`src/sv/binomial_coefficient_assert.svh`:
```
// Assertion macros for the binomial coefficient block.
// Used by the top level only; expects i_clk and i_rst_n in scope.
`ifndef BINOMIAL_COEFFICIENT_ASSERT_SVH
`define BINOMIAL_COEFFICIENT_ASSERT_SVH
`ifndef NO_ASSERTIONS
`define BC_ASSERT_SAME(label, ante, cons) \
    label: assert property (@(posedge i_clk) disable iff (!i_rst_n) (ante) |-> (cons)) \
        else $error("binomial_coefficient: same-cycle check failed");
`define BC_ASSERT_NEXT(label, ante, cons) \
    label: assert property (@(posedge i_clk) disable iff (!i_rst_n) (ante) |=> (cons)) \
        else $error("binomial_coefficient: next-cycle check failed");
`else
`define BC_ASSERT_SAME(label, ante, cons)
`define BC_ASSERT_NEXT(label, ante, cons)
`endif
`endif

```
`src/sv/bc_pkg.sv`:
```
// Shared widths, constants and control types for the binomial coefficient block.
// No dependencies; every other file but the assertion header imports it.
package bc_pkg;

    localparam int N_W       = 7;
    localparam int COMB_W    = 60;
    localparam int ACC_W     = 64;
    localparam int MULT_W    = 7;
    localparam int PROD_W    = ACC_W + MULT_W;
    localparam int CNT_W     = $clog2(PROD_W);
    localparam int I_W       = 6;
    localparam int MAX_N_DEF = 63;

    typedef struct packed {
        logic load;
        logic mul;
        logic div;
        logic emit;
    } t_dp_cmd;

    typedef struct packed {
        logic general;
        logic div_last;
        logic step_last;
    } t_dp_sts;

endpackage

```
`src/sv/bc_if.sv`:
```
// Handshake channels of the binomial coefficient block: input and result beats.
// Depends on bc_pkg.
interface bc_in_if import bc_pkg::*; ();
    logic                    valid;
    logic                    ready;
    logic signed [N_W-1:0]   n_total;
    logic signed [N_W-1:0]   k_chosen;

    modport source (output valid, n_total, k_chosen, input ready);
    modport sink (input valid, n_total, k_chosen, output ready);
endinterface

interface bc_out_if import bc_pkg::*; ();
    logic                valid;
    logic                ready;
    logic [COMB_W-1:0]   combinations;
    logic                status;

    modport source (output valid, combinations, status, input ready);
    modport sink (input valid, combinations, status, output ready);
endinterface

```
`src/sv/binomial_coefficient.sv`:
```
// Binomial coefficient block: n choose k with a validity status, one result per beat.
// Input beats carry signed n_total and k_chosen; result beats carry combinations
// and status (0 success, 1 invalid parameters, combinations then 0).
// Both channels use valid/ready; a beat moves when both are high.
// One item is in work at a time: ready is high only while the block is idle.
// For the trivial cases the decoded result goes from CHECK through HOLD into the
// output register; otherwise m = min(k, n-k) steps run before HOLD.
// Each of the m steps is one 64 by 7 bit multiply followed by a division in
// the bit-serial restoring divider.
// The result sits in an output register; the block takes the next input beat as
// soon as a finished result has moved there, even if the receiver stalls.
// A second result waits in the datapath until the output register is free.
// Synchronous active-low reset returns the controller to idle and drops result
// valid; no state carries from one item to the next.
// Depends on bc_pkg, bc_if, bc_ctrl, bc_datapath and the assertion header.
`include "binomial_coefficient_assert.svh"
module binomial_coefficient import bc_pkg::*; #(
    parameter int MAX_N = MAX_N_DEF
) (
    input  logic        i_clk,
    input  logic        i_rst_n,
    bc_in_if.sink       i_in,
    bc_out_if.source    o_out
);

    t_dp_cmd cmd;
    t_dp_sts sts;

    bc_ctrl u_ctrl (
        .i_clk       (i_clk),
        .i_rst_n     (i_rst_n),
        .i_in_valid  (i_in.valid),
        .o_in_ready  (i_in.ready),
        .o_out_valid (o_out.valid),
        .i_out_ready (o_out.ready),
        .i_sts       (sts),
        .o_cmd       (cmd)
    );

    bc_datapath #(
        .MAX_N (MAX_N)
    ) u_datapath (
        .i_clk          (i_clk),
        .i_n_total      (i_in.n_total),
        .i_k_chosen     (i_in.k_chosen),
        .i_cmd          (cmd),
        .o_sts          (sts),
        .o_combinations (o_out.combinations),
        .o_status       (o_out.status)
    );

    `BC_ASSERT_SAME(a_invalid_zero, o_out.valid && o_out.status, o_out.combinations == '0)
    `BC_ASSERT_NEXT(a_one_in_flight, i_in.valid && i_in.ready, !i_in.ready)
    `BC_ASSERT_SAME(a_cmd_exclusive, 1'b1, $onehot0({cmd.load, cmd.mul, cmd.div, cmd.emit}))

endmodule

```
`src/sv/bc_datapath.sv`:
```
// Datapath: input decode, accumulator, multiplier and bit-serial restoring divider.
// Depends on bc_pkg; driven by bc_ctrl through t_dp_cmd.
module bc_datapath import bc_pkg::*; #(
    parameter int MAX_N = MAX_N_DEF
) (
    input  logic                    i_clk,
    input  logic signed [N_W-1:0]   i_n_total,
    input  logic signed [N_W-1:0]   i_k_chosen,
    input  t_dp_cmd                 i_cmd,
    output t_dp_sts                 o_sts,
    output logic [COMB_W-1:0]       o_combinations,
    output logic                    o_status
);

    logic [ACC_W-1:0]   r_acc, n_acc;
    logic               r_status, n_status;
    logic               r_general, n_general;
    logic [I_W-1:0]     r_kk, n_kk;
    logic [MULT_W-1:0]  r_base, n_base;
    logic [I_W-1:0]     r_i;
    logic [PROD_W-1:0]  r_prod, n_prod;
    logic [I_W-1:0]     r_rem, n_rem;
    logic [CNT_W-1:0]   r_cnt;
    logic [COMB_W-1:0]  r_comb;
    logic               r_out_status;

    logic [N_W-1:0]     n_u;
    logic [N_W-1:0]     k_u;
    logic [N_W-1:0]     diff;
    logic [N_W-1:0]     kk_full;
    logic [I_W:0]       trial;
    logic               qbit;
    logic [MULT_W-1:0]  factor;

    always_comb begin
        n_u      = unsigned'(i_n_total);
        k_u      = unsigned'(i_k_chosen);
        diff     = n_u - k_u;
        kk_full  = (k_u > diff) ? diff : k_u;
        n_acc    = {{(ACC_W-1){1'b0}}, 1'b1};
        n_status = 1'b0;
        n_general = 1'b0;
        if (n_u == '0 && k_u == '0) begin
            n_acc    = '0;
            n_status = 1'b1;
        end else if (i_n_total[N_W-1] || i_k_chosen[N_W-1]) begin
            n_acc    = '0;
            n_status = 1'b1;
        end else if ({1'b0, n_u} > (N_W+1)'(MAX_N)) begin
            n_acc    = '0;
            n_status = 1'b1;
        end else if (k_u == '0 || n_u == '0 || n_u <= k_u) begin
            n_acc = {{(ACC_W-1){1'b0}}, 1'b1};
        end else if (k_u == N_W'(1)) begin
            n_acc = {{(ACC_W-N_W){1'b0}}, n_u};
        end else begin
            n_general = 1'b1;
        end
        n_kk   = kk_full[I_W-1:0];
        n_base = n_u - kk_full;
    end

    always_comb begin
        factor = r_base + {{(MULT_W-I_W){1'b0}}, r_i};
        trial  = {r_rem, r_prod[PROD_W-1]};
        qbit   = (trial >= {1'b0, r_i});
        n_rem  = qbit ? I_W'(trial - {1'b0, r_i}) : trial[I_W-1:0];
        n_prod = {r_prod[PROD_W-2:0], qbit};
    end

    always_ff @(posedge i_clk) begin
        if (i_cmd.load) begin
            r_acc     <= n_acc;
            r_status  <= n_status;
            r_general <= n_general;
            r_kk      <= n_kk;
            r_base    <= n_base;
            r_i       <= {{(I_W-1){1'b0}}, 1'b1};
        end
        if (i_cmd.mul) begin
            r_prod <= {{MULT_W{1'b0}}, r_acc} * {{ACC_W{1'b0}}, factor};
            r_rem  <= '0;
            r_cnt  <= '0;
        end
        if (i_cmd.div) begin
            r_prod <= n_prod;
            r_rem  <= n_rem;
            r_cnt  <= r_cnt + CNT_W'(1);
            if (r_cnt == CNT_W'(PROD_W-1)) begin
                r_acc <= n_prod[ACC_W-1:0];
                r_i   <= r_i + I_W'(1);
            end
        end
        if (i_cmd.emit) begin
            r_comb       <= r_acc[COMB_W-1:0];
            r_out_status <= r_status;
        end
    end

    assign o_sts.general   = r_general;
    assign o_sts.div_last  = (r_cnt == CNT_W'(PROD_W-1));
    assign o_sts.step_last = (r_i == r_kk);
    assign o_combinations  = r_comb;
    assign o_status        = r_out_status;

endmodule

```
`src/sv/bc_ctrl.sv`:
```
// Controller state machine: sequences decode, multiply, divide and result hand-off.
// Depends on bc_pkg; commands bc_datapath through t_dp_cmd.
module bc_ctrl import bc_pkg::*; (
    input  logic     i_clk,
    input  logic     i_rst_n,
    input  logic     i_in_valid,
    output logic     o_in_ready,
    output logic     o_out_valid,
    input  logic     i_out_ready,
    input  t_dp_sts  i_sts,
    output t_dp_cmd  o_cmd
);

    typedef enum logic [2:0] {
        S_IDLE,
        S_CHECK,
        S_MUL,
        S_DIV,
        S_HOLD
    } t_state;

    t_state r_state, n_state;
    logic   r_out_valid;

    always_comb begin
        n_state    = r_state;
        o_cmd      = '0;
        o_in_ready = 1'b0;
        unique case (r_state)
            S_IDLE: begin
                o_in_ready = 1'b1;
                if (i_in_valid) begin
                    o_cmd.load = 1'b1;
                    n_state    = S_CHECK;
                end
            end
            S_CHECK: begin
                n_state = i_sts.general ? S_MUL : S_HOLD;
            end
            S_MUL: begin
                o_cmd.mul = 1'b1;
                n_state   = S_DIV;
            end
            S_DIV: begin
                o_cmd.div = 1'b1;
                if (i_sts.div_last) begin
                    n_state = i_sts.step_last ? S_HOLD : S_MUL;
                end
            end
            S_HOLD: begin
                if (!r_out_valid || i_out_ready) begin
                    o_cmd.emit = 1'b1;
                    n_state    = S_IDLE;
                end
            end
            default: n_state = S_IDLE;
        endcase
    end

    always_ff @(posedge i_clk) begin
        if (!i_rst_n) begin
            r_state     <= S_IDLE;
            r_out_valid <= 1'b0;
        end else begin
            r_state <= n_state;
            if (o_cmd.emit) begin
                r_out_valid <= 1'b1;
            end else if (i_out_ready) begin
                r_out_valid <= 1'b0;
            end
        end
    end

    assign o_out_valid = r_out_valid;

endmodule

```
`src/flat_wrapper.sv`:
```
// flat-port wrapper written by rule: the top's interface ports become plain ports
module binomial_coefficient_flat import bc_pkg::*;
#(
    parameter int MAX_N = MAX_N_DEF
)
  (i_clk, i_rst_n, i_in_valid, i_in_n_total, i_in_k_chosen, i_in_ready, o_out_valid, o_out_combinations, o_out_status, o_out_ready);
  bc_in_if i_in_i ();
  bc_out_if o_out_i ();
  input  logic i_clk;
  input  logic i_rst_n;
  input wire logic [$bits(i_in_i.valid)-1:0] i_in_valid;
  input wire logic [$bits(i_in_i.n_total)-1:0] i_in_n_total;
  input wire logic [$bits(i_in_i.k_chosen)-1:0] i_in_k_chosen;
  output wire logic [$bits(i_in_i.ready)-1:0] i_in_ready;
  output wire logic [$bits(o_out_i.valid)-1:0] o_out_valid;
  output wire logic [$bits(o_out_i.combinations)-1:0] o_out_combinations;
  output wire logic [$bits(o_out_i.status)-1:0] o_out_status;
  input wire logic [$bits(o_out_i.ready)-1:0] o_out_ready;
  assign i_in_i.valid = i_in_valid;
  assign i_in_i.n_total = i_in_n_total;
  assign i_in_i.k_chosen = i_in_k_chosen;
  assign i_in_ready = i_in_i.ready;
  assign o_out_valid = o_out_i.valid;
  assign o_out_combinations = o_out_i.combinations;
  assign o_out_status = o_out_i.status;
  assign o_out_i.ready = o_out_ready;
  binomial_coefficient #(.MAX_N(MAX_N)) u_core (.i_clk(i_clk), .i_rst_n(i_rst_n), .i_in(i_in_i), .o_out(o_out_i));
endmodule
```
`config.mk`:
```
export PLATFORM = sky130hd
export DESIGN_NAME = binomial_coefficient_flat
export DESIGN_NICKNAME = d
export VERILOG_FILES = /design/src/sv/bc_pkg.sv /design/src/sv/bc_if.sv /design/src/sv/binomial_coefficient.sv /design/src/sv/bc_datapath.sv /design/src/sv/bc_ctrl.sv /design/src/flat_wrapper.sv
export VERILOG_INCLUDE_DIRS = /design/src /design/src/sv
export SDC_FILE = /design/constraint.sdc
export NUM_CORES = 1
export LEC_CHECK = 0
export BUFFER_PORTS_ARGS = -buffer_cell sky130_fd_sc_hd__buf_2
export CAP_MARGIN = 25
export CORE_UTILIZATION = 55
export DETAILED_ROUTE_END_ITERATION = 12
export GPL_TIMING_DRIVEN = 0
export PLACE_DENSITY = 0.8
export SYNTH_ARGS = -nofsm -noshare
export SYNTH_HDL_FRONTEND = slang
export SYNTH_SLANG_ARGS = --single-unit
```
`constraint.sdc`:
```
create_clock -name i_clk -period 8.6 [get_ports i_clk]
set_input_delay 1.29 -clock i_clk [delete_from_list [all_inputs] [get_ports i_clk]]
set_output_delay 1.29 -clock i_clk [all_outputs]
set_load 0.03 [all_outputs]
```
==> results of run 1 <==
-- layer usage --
metal	track usage, %	up-vias	routed length, µm
met2	49.02	671	29940
met1	39.52	9520	26460
li1	-	8834	-
met3	3.220	127	4121
met4	10.74	0	2259
met5	0	-	0
-- metrics by stage --
| stage | std cells | area (µm²) | setup slack (ns) |
|---|---|---|---|
| 3_5_place_dp | 3396 | 25590 | 0.06050 |
| 4_1_cts | 3452 | 26630 | 0.04534 |
| 6_report | 3452 | 26640 | 0.2707 |
| 3_3_place_gp | 3387 | 25390 | -0.4620 |
| 2_1_floorplan | 2722 | 24260 | 1.871 |
| 5_1_grt | 3452 | 26640 | -0.01199 |
-- layout make-up --
class | instances | area [µm²]
inverter | 504 | 1892
buffer | 114 | 437.9
clock buffer | 35 | 810.8
timing repair buffer | 89 | 546.8
tap | 585 | 732.0
clock inverter | 21 | 234.0
sequential | 234 | 6286
fill | 3636 | 16620
multi-input combinational | 1870 | 15710
-- path summary, 6_finish.rpt --
check | slack (ns) | end | from | cells past startpoint
worst max-delay path | 0.27 | u_core.u_datapath.r_prod[70] | u_core.u_datapath.r_i[0] | 22
worst min-delay path | 0.43 | u_core.u_datapath.o_status | u_core.u_datapath.r_status | 0
worst max register to register | 0.27 | u_core.u_datapath.r_prod[70] | u_core.u_datapath.r_i[0] | 22
worst min register to register | 0.43 | u_core.u_datapath.o_status | u_core.u_datapath.r_status | 0
-- sequential cells by signal, summed over array words and instances (netlist names) --
register,flops
u_core.u_datapath.r_status,1
u_core.u_datapath.r_i,6
u_core.u_datapath.o_combinations,60
u_core.u_datapath.r_cnt,7
u_core.u_ctrl.r_state,3
u_core.u_datapath.r_prod,71
u_core.u_ctrl.o_out_valid,1
u_core.u_datapath.o_status,1
u_core.u_datapath.r_acc,64
u_core.u_datapath.r_rem,6
u_core.u_datapath.r_general,1
u_core.u_datapath.r_base,7
u_core.u_datapath.r_kk,6
-- worst max-delay path: stages (launching register included) --
cell and delay [ns]:
dfxtp_1 0.40, ha_1 0.25, fa_1 0.43, xor2_2 0.78
clkbuf_1 0.84, and2_1 0.26, fa_1 0.45, fa_1 0.53
fa_1 0.49, inv_1 0.05, fa_1 0.48, inv_1 0.05
ha_1 0.36, a21oi_1 0.34, o21ai_1 0.13, a221oi_1 0.46
clkinv_1 0.21, o41a_1 0.53, a21oi_2 0.29, o21bai_1 0.14
a41o_1 0.28, nor4_1 0.22, nor3b_1 0.09
-- power by group through the flow --
stage	sequential, mW	clock [mW]	combinational (mW)
5_1_grt	1.27	1.39	0.803
6_report	1.27	1.34	0.763
3_3_place_gp	1.30	0	0.683
2_1_floorplan	1.30	0	0.352
4_1_cts	1.27	1.35	0.750
3_5_place_dp	1.29	0	0.746
-- layout by cell type (no fill, tap or decap), types with 61 or more instances in the layout --
cell,instances
and2_1,242
o21ai_0,120
inv_1,503
clkbuf_1,98
dfxtp_1,74
edfxtp_1,160
fa_1,313
a21o_1,61
ha_1,124
nor2_1,109
nand2_1,427
buf_2,83
a21oi_1,147
-- cells by family (layout without fill, tap and decap cells) --
kind of cell    Yosys count  count (layout)  synth area share [%]
flops                   234             234                 25.91
buf+inv                 618             763                 9.579
fa+ha+maj               437             437                 32.23
simple gates            886             886                 17.27
compound gates          447             447                 11.37
mux                       4               4                0.1702
xor+xnor                 96              96                 3.466
==> qor.csv, run 1 <==
metric;value;unit
Worst-path clk slew;0.06;ns
Synth Register Bits;234;
YS warnings;0;
final hold slack;0.4260;ns
hold_buf cts;0;
width of the die;212.0;µm
Setup Viol. Count Final;0;
Core Area;43270;µm²
critical path type;register to register;
sw frac;34.26;%
iteration count of the initial detailed-routing pass;5;
layout cell share with drive strength beyond 1;6.278;%
Clock Power Share;39.6;%
via count;19150;
worst skew pair latency;0.59;ns
Vias per Instance;5.548;
Final Core Density;61.58;%
final setup TNS;0;ns
CTS Root Cell;clkbuf_16;
Synth area leaders;fa_1 26%, edfxtp_1 20%, inv_1 7.8%;
overall power;3.370;mW
crit path DAT;8.66;ns
Net Sw Power;1.155;mW
GRT overflow;0;
Max Clock Skew;0.009685;ns
Max H-tree Level;1;
Num Clock Sinks;234;
routed wire length;62780;µm
Final period util;96.85;%
ys async rst share;0;%
final max-slew violation count;0;
hold crit path type;register to register;
syn nets;3177;
outcome;finished, final reports clean;
Yosys cell types;70;
Post-CTS Repair Setup Buffers;0;
Power Dens Cells;126.5;nW/µm²
worst slew pin tran;1.045;ns
largest net degree at the start of global routing;37;
io pins;81;
Synth area leader;fa_1;
crit path max fanout;10;
Critical Path Start Type;register;
Antenna Nets Post-Route;0;
register area share after synthesis;25.91;%
area grow syn2layout;9.842;%
mean post-synth cell area;8.911;µm²
Critical Path End Type;register;
TritonCTS clock tree;built;
maximum VDD drop;130.5;µV
gr usage total;29.33;%
Synth Instances;2722;
most frequent cells after synthesis;503 x inv_1, 427 x nand2_1, 313 x fa_1, 242 x and2_1, 160 x edfxtp_1;
internal power;2.215;mW
count of input and output buffers;80;
FP Rows;76;
Hold Fails Final Rpt;0;
Required @ worst endpoint;8.93;ns
combinational share of power;22.6;%
relative slew slack;30.30;%
Inserted Diodes;0;
fmax;120.1;MHz
largest buffer count on any clock path;3;
most frequent cell after synthesis;inv_1;
cell area after synthesis;24260;µm²
initial core utilization;56.06;%
sequential share of power;37.7;%
total of max-cap violations;0;
Final HPWL DP;48720;µm
min Tclk post-route;8.329;ns
Inserted Clock Buffers;30;
Final #Nets;3298;
LEAKAGE;12.42;nW
top-area cell type share of the netlist area;25.83;%
Primary FF master, synth;edfxtp_1;
initial antenna violation count;2;
drt drc;0;
vias in the first global route;19980;
Post-synth EDFFs;160;
RD Place Congestion;0.9431;
die height;212.0;µm
Die Area;44950;µm²
post-cts sizing count;0;
DR WL/cell;18.19;µm
global-route wire length before repair;103200;µm
initial DRC count;1616;
Power figures use the tool's default switching activity.
==> run 2, diff against run 1 <==
- RECOVER_POWER: not set -> 100
==> qor.csv, run 2 (synthesis results as in run 1) <==
metric;value;unit;change
Inserted Diodes;0;;unchanged
Num Clock Sinks;234;;unchanged
most frequent cells in the layout;503 x inv_1, 427 x nand2_1, 313 x fa_1;;unchanged
Final period util;97.02;%;was 96.85%
Final #Nets;3298;;unchanged
Worst Path Buf+Inv;4;;unchanged
count of input and output buffers;80;;unchanged
Vias per Instance;5.541;;was 5.548
worst skew pair latency;0.59;ns;about the same
Required @ worst endpoint;8.93;ns;about the same
layout cell share with drive strength beyond 1;3.627;%;was 6.278%
GRT overflow;0;;unchanged
largest buffer count on any clock path;3;;unchanged
filler cell count;3677;;was 3636
initial DRC count;1553;;was 1616
Die Area;44950;µm²;unchanged
worst slack, placed;0.06050;ns;unchanged
critical path type;register to register;;unchanged
via count;19130;;was 19150
routed wire length;62910;µm;was 62780 µm
hold_buf cts;0;;unchanged
relative slew slack;-53.85;%;was 30.30%
CP cell instances;ha_1 -> fa_1 -> xor2_2 -> clkbuf_1 -> and2_1 -> fa_1 -> fa_1 -> fa_1 -> inv_1 -> fa_1 -> inv_1 -> ha_1 -> a21oi_1 -> o21ai_1 -> a221oi_1 -> clkinv_1 -> o41a_1 -> a21oi_2 -> o21bai_1 -> a41o_1 -> nor4_1 -> nor3b_1;;unchanged
Worst path slowest cell;clkbuf_1;;unchanged
fmax;119.9;MHz;was 120.1 MHz
LEAKAGE;12.19;nW;was 12.42 nW
gr usage total;29.33;%;unchanged
reg-to-reg critical path endpoint;u_core.u_datapath.r_prod[70];;unchanged
Top Layer Used;met4;;unchanged
Inst Count DP;3396;;unchanged
critical path's top delay family;adder cells;;unchanged
Final HPWL DP;48720;µm;unchanged
outcome;complete, but fails checks;;was finished, final reports clean
Antenna Nets Post-Route;0;;unchanged
vias in the first global route;19980;;unchanged
CP most frequent cell;fa_1;;unchanged
min Tclk post-route;8.344;ns;was 8.329 ns
commonest non-fill, non-tap cell in the layout;inv_1;;unchanged
fin cells;3452;;unchanged
DR WL met2;29980;µm;was 29940 µm
total of max-cap violations;4;;was 0
maximum VDD drop;130.5;µV;about the same
iteration count of the initial detailed-routing pass;6;;was 5
die height;212.0;µm;unchanged
Setup Viol. Count Final;0;;unchanged
crit path max fanout;10;;unchanged
Core Area;43270;µm²;unchanged
final max-slew violation count;126;;was 0
post-cts sizing count;0;;unchanged
Worst-path clk slew;0.06;ns;about the same
max reg flops;71;;unchanged
io pins;81;;unchanged
wl on met1;26530;µm;was 26460 µm
violated checks;max-capacitance violations, max-slew violations;;
Power Dens Cells;127.2;nW/µm²;was 126.5 nW/µm²
initial antenna violation count;2;;unchanged
CTS Root Cell;clkbuf_16;;unchanged
Inserted Clock Buffers;30;;unchanged
reg2reg path depth;22;;unchanged
FP Rows;76;;unchanged
Post-CTS Repair Setup Buffers;0;;unchanged
RD Place Congestion;0.9431;;unchanged
Hold Path Depth;0;;unchanged
hold crit path type;register to register;;unchanged
hold wc startpoint;u_core.u_datapath.r_status;;unchanged
Max H-tree Level;1;;unchanged
Register-to-Register Setup Slack;0.26;ns;was 0.27 ns
Critical Path Start Type;register;;unchanged
RSZ-0062 raised after global routing;false;;
worst slew pin tran;2.308;ns;was 1.045 ns
Critical Path Max Stage Delay;0.84;ns;about the same
Hold Path End;u_core.u_datapath.o_status;;unchanged
setup ws final;0.2562;ns;was 0.2707 ns
crit path DAT;8.68;ns;was 8.66 ns
drt drc;0;;unchanged
DR WL/cell;18.23;µm;was 18.19 µm
TritonCTS clock tree;built;;unchanged
Hold Fails Final Rpt;0;;unchanged
width of the die;212.0;µm;unchanged
largest net degree at the start of global routing;37;;unchanged
global-route wire length before repair;103200;µm;unchanged
Max Clock Skew;0.01215;ns;was 0.009685 ns
area grow syn2layout;9.063;%;was 9.842%
largest reg by FF count;u_core.u_datapath.r_prod;;unchanged
initial core utilization;56.06;%;unchanged
Critical Path End Type;register;;unchanged
Met3 Routed Length;4149;µm;was 4121 µm
Critical R2R Launch;u_core.u_datapath.r_i[0];;unchanged
run 2: cell count changes in the layout (fill, tap and decap cells not counted), moves of 3 or more:
cell,previous run,this run
clkbuf_1,98,170
buf_2,83,18
o21ai_0,120,127
o21ai_1,20,13
buf_1,10,6
and2_0,0,3
and2_1,242,239
run 2: area by class of cell:
cell class | instances | area, µm² | area share [%]
plain buffers | 114 | 437.9 | 1.655
clock buffers | 35 | 810.8 | 3.065
clock inverters | 21 | 234.0 | 0.8844
inverters | 504 | 1892 | 7.151
multi-input cells | 1870 | 15650 | 59.17
flip-flops and latches | 234 | 6286 | 23.76
well taps | 585 | 732.0 | 2.767
repair buffers | 89 | 409.1 | 1.547
run 2: how the worst max path moves through the flow:
stage                                start                      endpoint  slack, ns  cells after the start
2_1_floorplan  u_core.u_datapath.r_base[0]  u_core.u_datapath.r_prod[70]       1.87                     29
3_3_place_gp      u_core.u_datapath.r_i[0]  u_core.u_datapath.r_prod[58]      -0.46                     28
3_5_place_dp      u_core.u_datapath.r_i[0]  u_core.u_datapath.r_prod[58]       0.06                     29
4_1_cts           u_core.u_datapath.r_i[0]  u_core.u_datapath.r_prod[58]       0.05                     29
5_1_grt           u_core.u_datapath.r_i[0]  u_core.u_datapath.r_prod[70]       0.04                     28
6_report          u_core.u_datapath.r_i[0]  u_core.u_datapath.r_prod[70]       0.26                     22
run 2: through the flow:
| step | setup TNS, ns | hold slack [ns] | area (µm²) | util [%] | total power, mW |
|---|---|---|---|---|---|
| 2_1_floorplan | 0 | 0.4003 | 24260 | - | 1.657 |
| 3_3_place_gp | -4.840 | 0.4078 | 25390 | 58.68 | 1.981 |
| 3_5_place_dp | 0 | 0.4093 | 25590 | 59.14 | 2.040 |
| 4_1_cts | 0 | 0.4235 | 26630 | 61.55 | 3.371 |
| 5_1_grt | 0 | 0.4254 | 26460 | 61.15 | 3.462 |
| 6_report | 0 | 0.4260 | 26460 | 61.15 | 3.364 |
run 2: metal layers:
metal | up-vias | track usage (%)
met5 | - | 0
met4 | 0 | 10.74
met3 | 124 | 3.220
met2 | 677 | 49.02
met1 | 9506 | 39.52
li1 | 8820 | -
run 2: worst register-to-register path, stage by stage (launching register included):
cell and delay [ns]:
dfxtp_1 0.39, ha_1 0.25, fa_1 0.43, xor2_2 0.77
clkbuf_1 0.85, and2_1 0.27, fa_1 0.45, fa_1 0.53
fa_1 0.49, inv_1 0.05, fa_1 0.48, inv_1 0.05
ha_1 0.36, a21oi_1 0.35, o21ai_1 0.13, a221oi_1 0.47
clkinv_1 0.21, o41a_1 0.53, a21oi_2 0.29, o21bai_1 0.14
a41o_1 0.28, nor4_1 0.23, nor3b_1 0.09
run 2: where the power goes:
group	internal (mW)	total (mW)	leakage [nW]	switching, mW
Combinational	0.160	0.753	9.58	0.593
Clock	0.796	1.34	0.515	0.542
Sequential	1.25	1.27	2.09	0.0198
Total	2.21	3.36	12.2	1.15
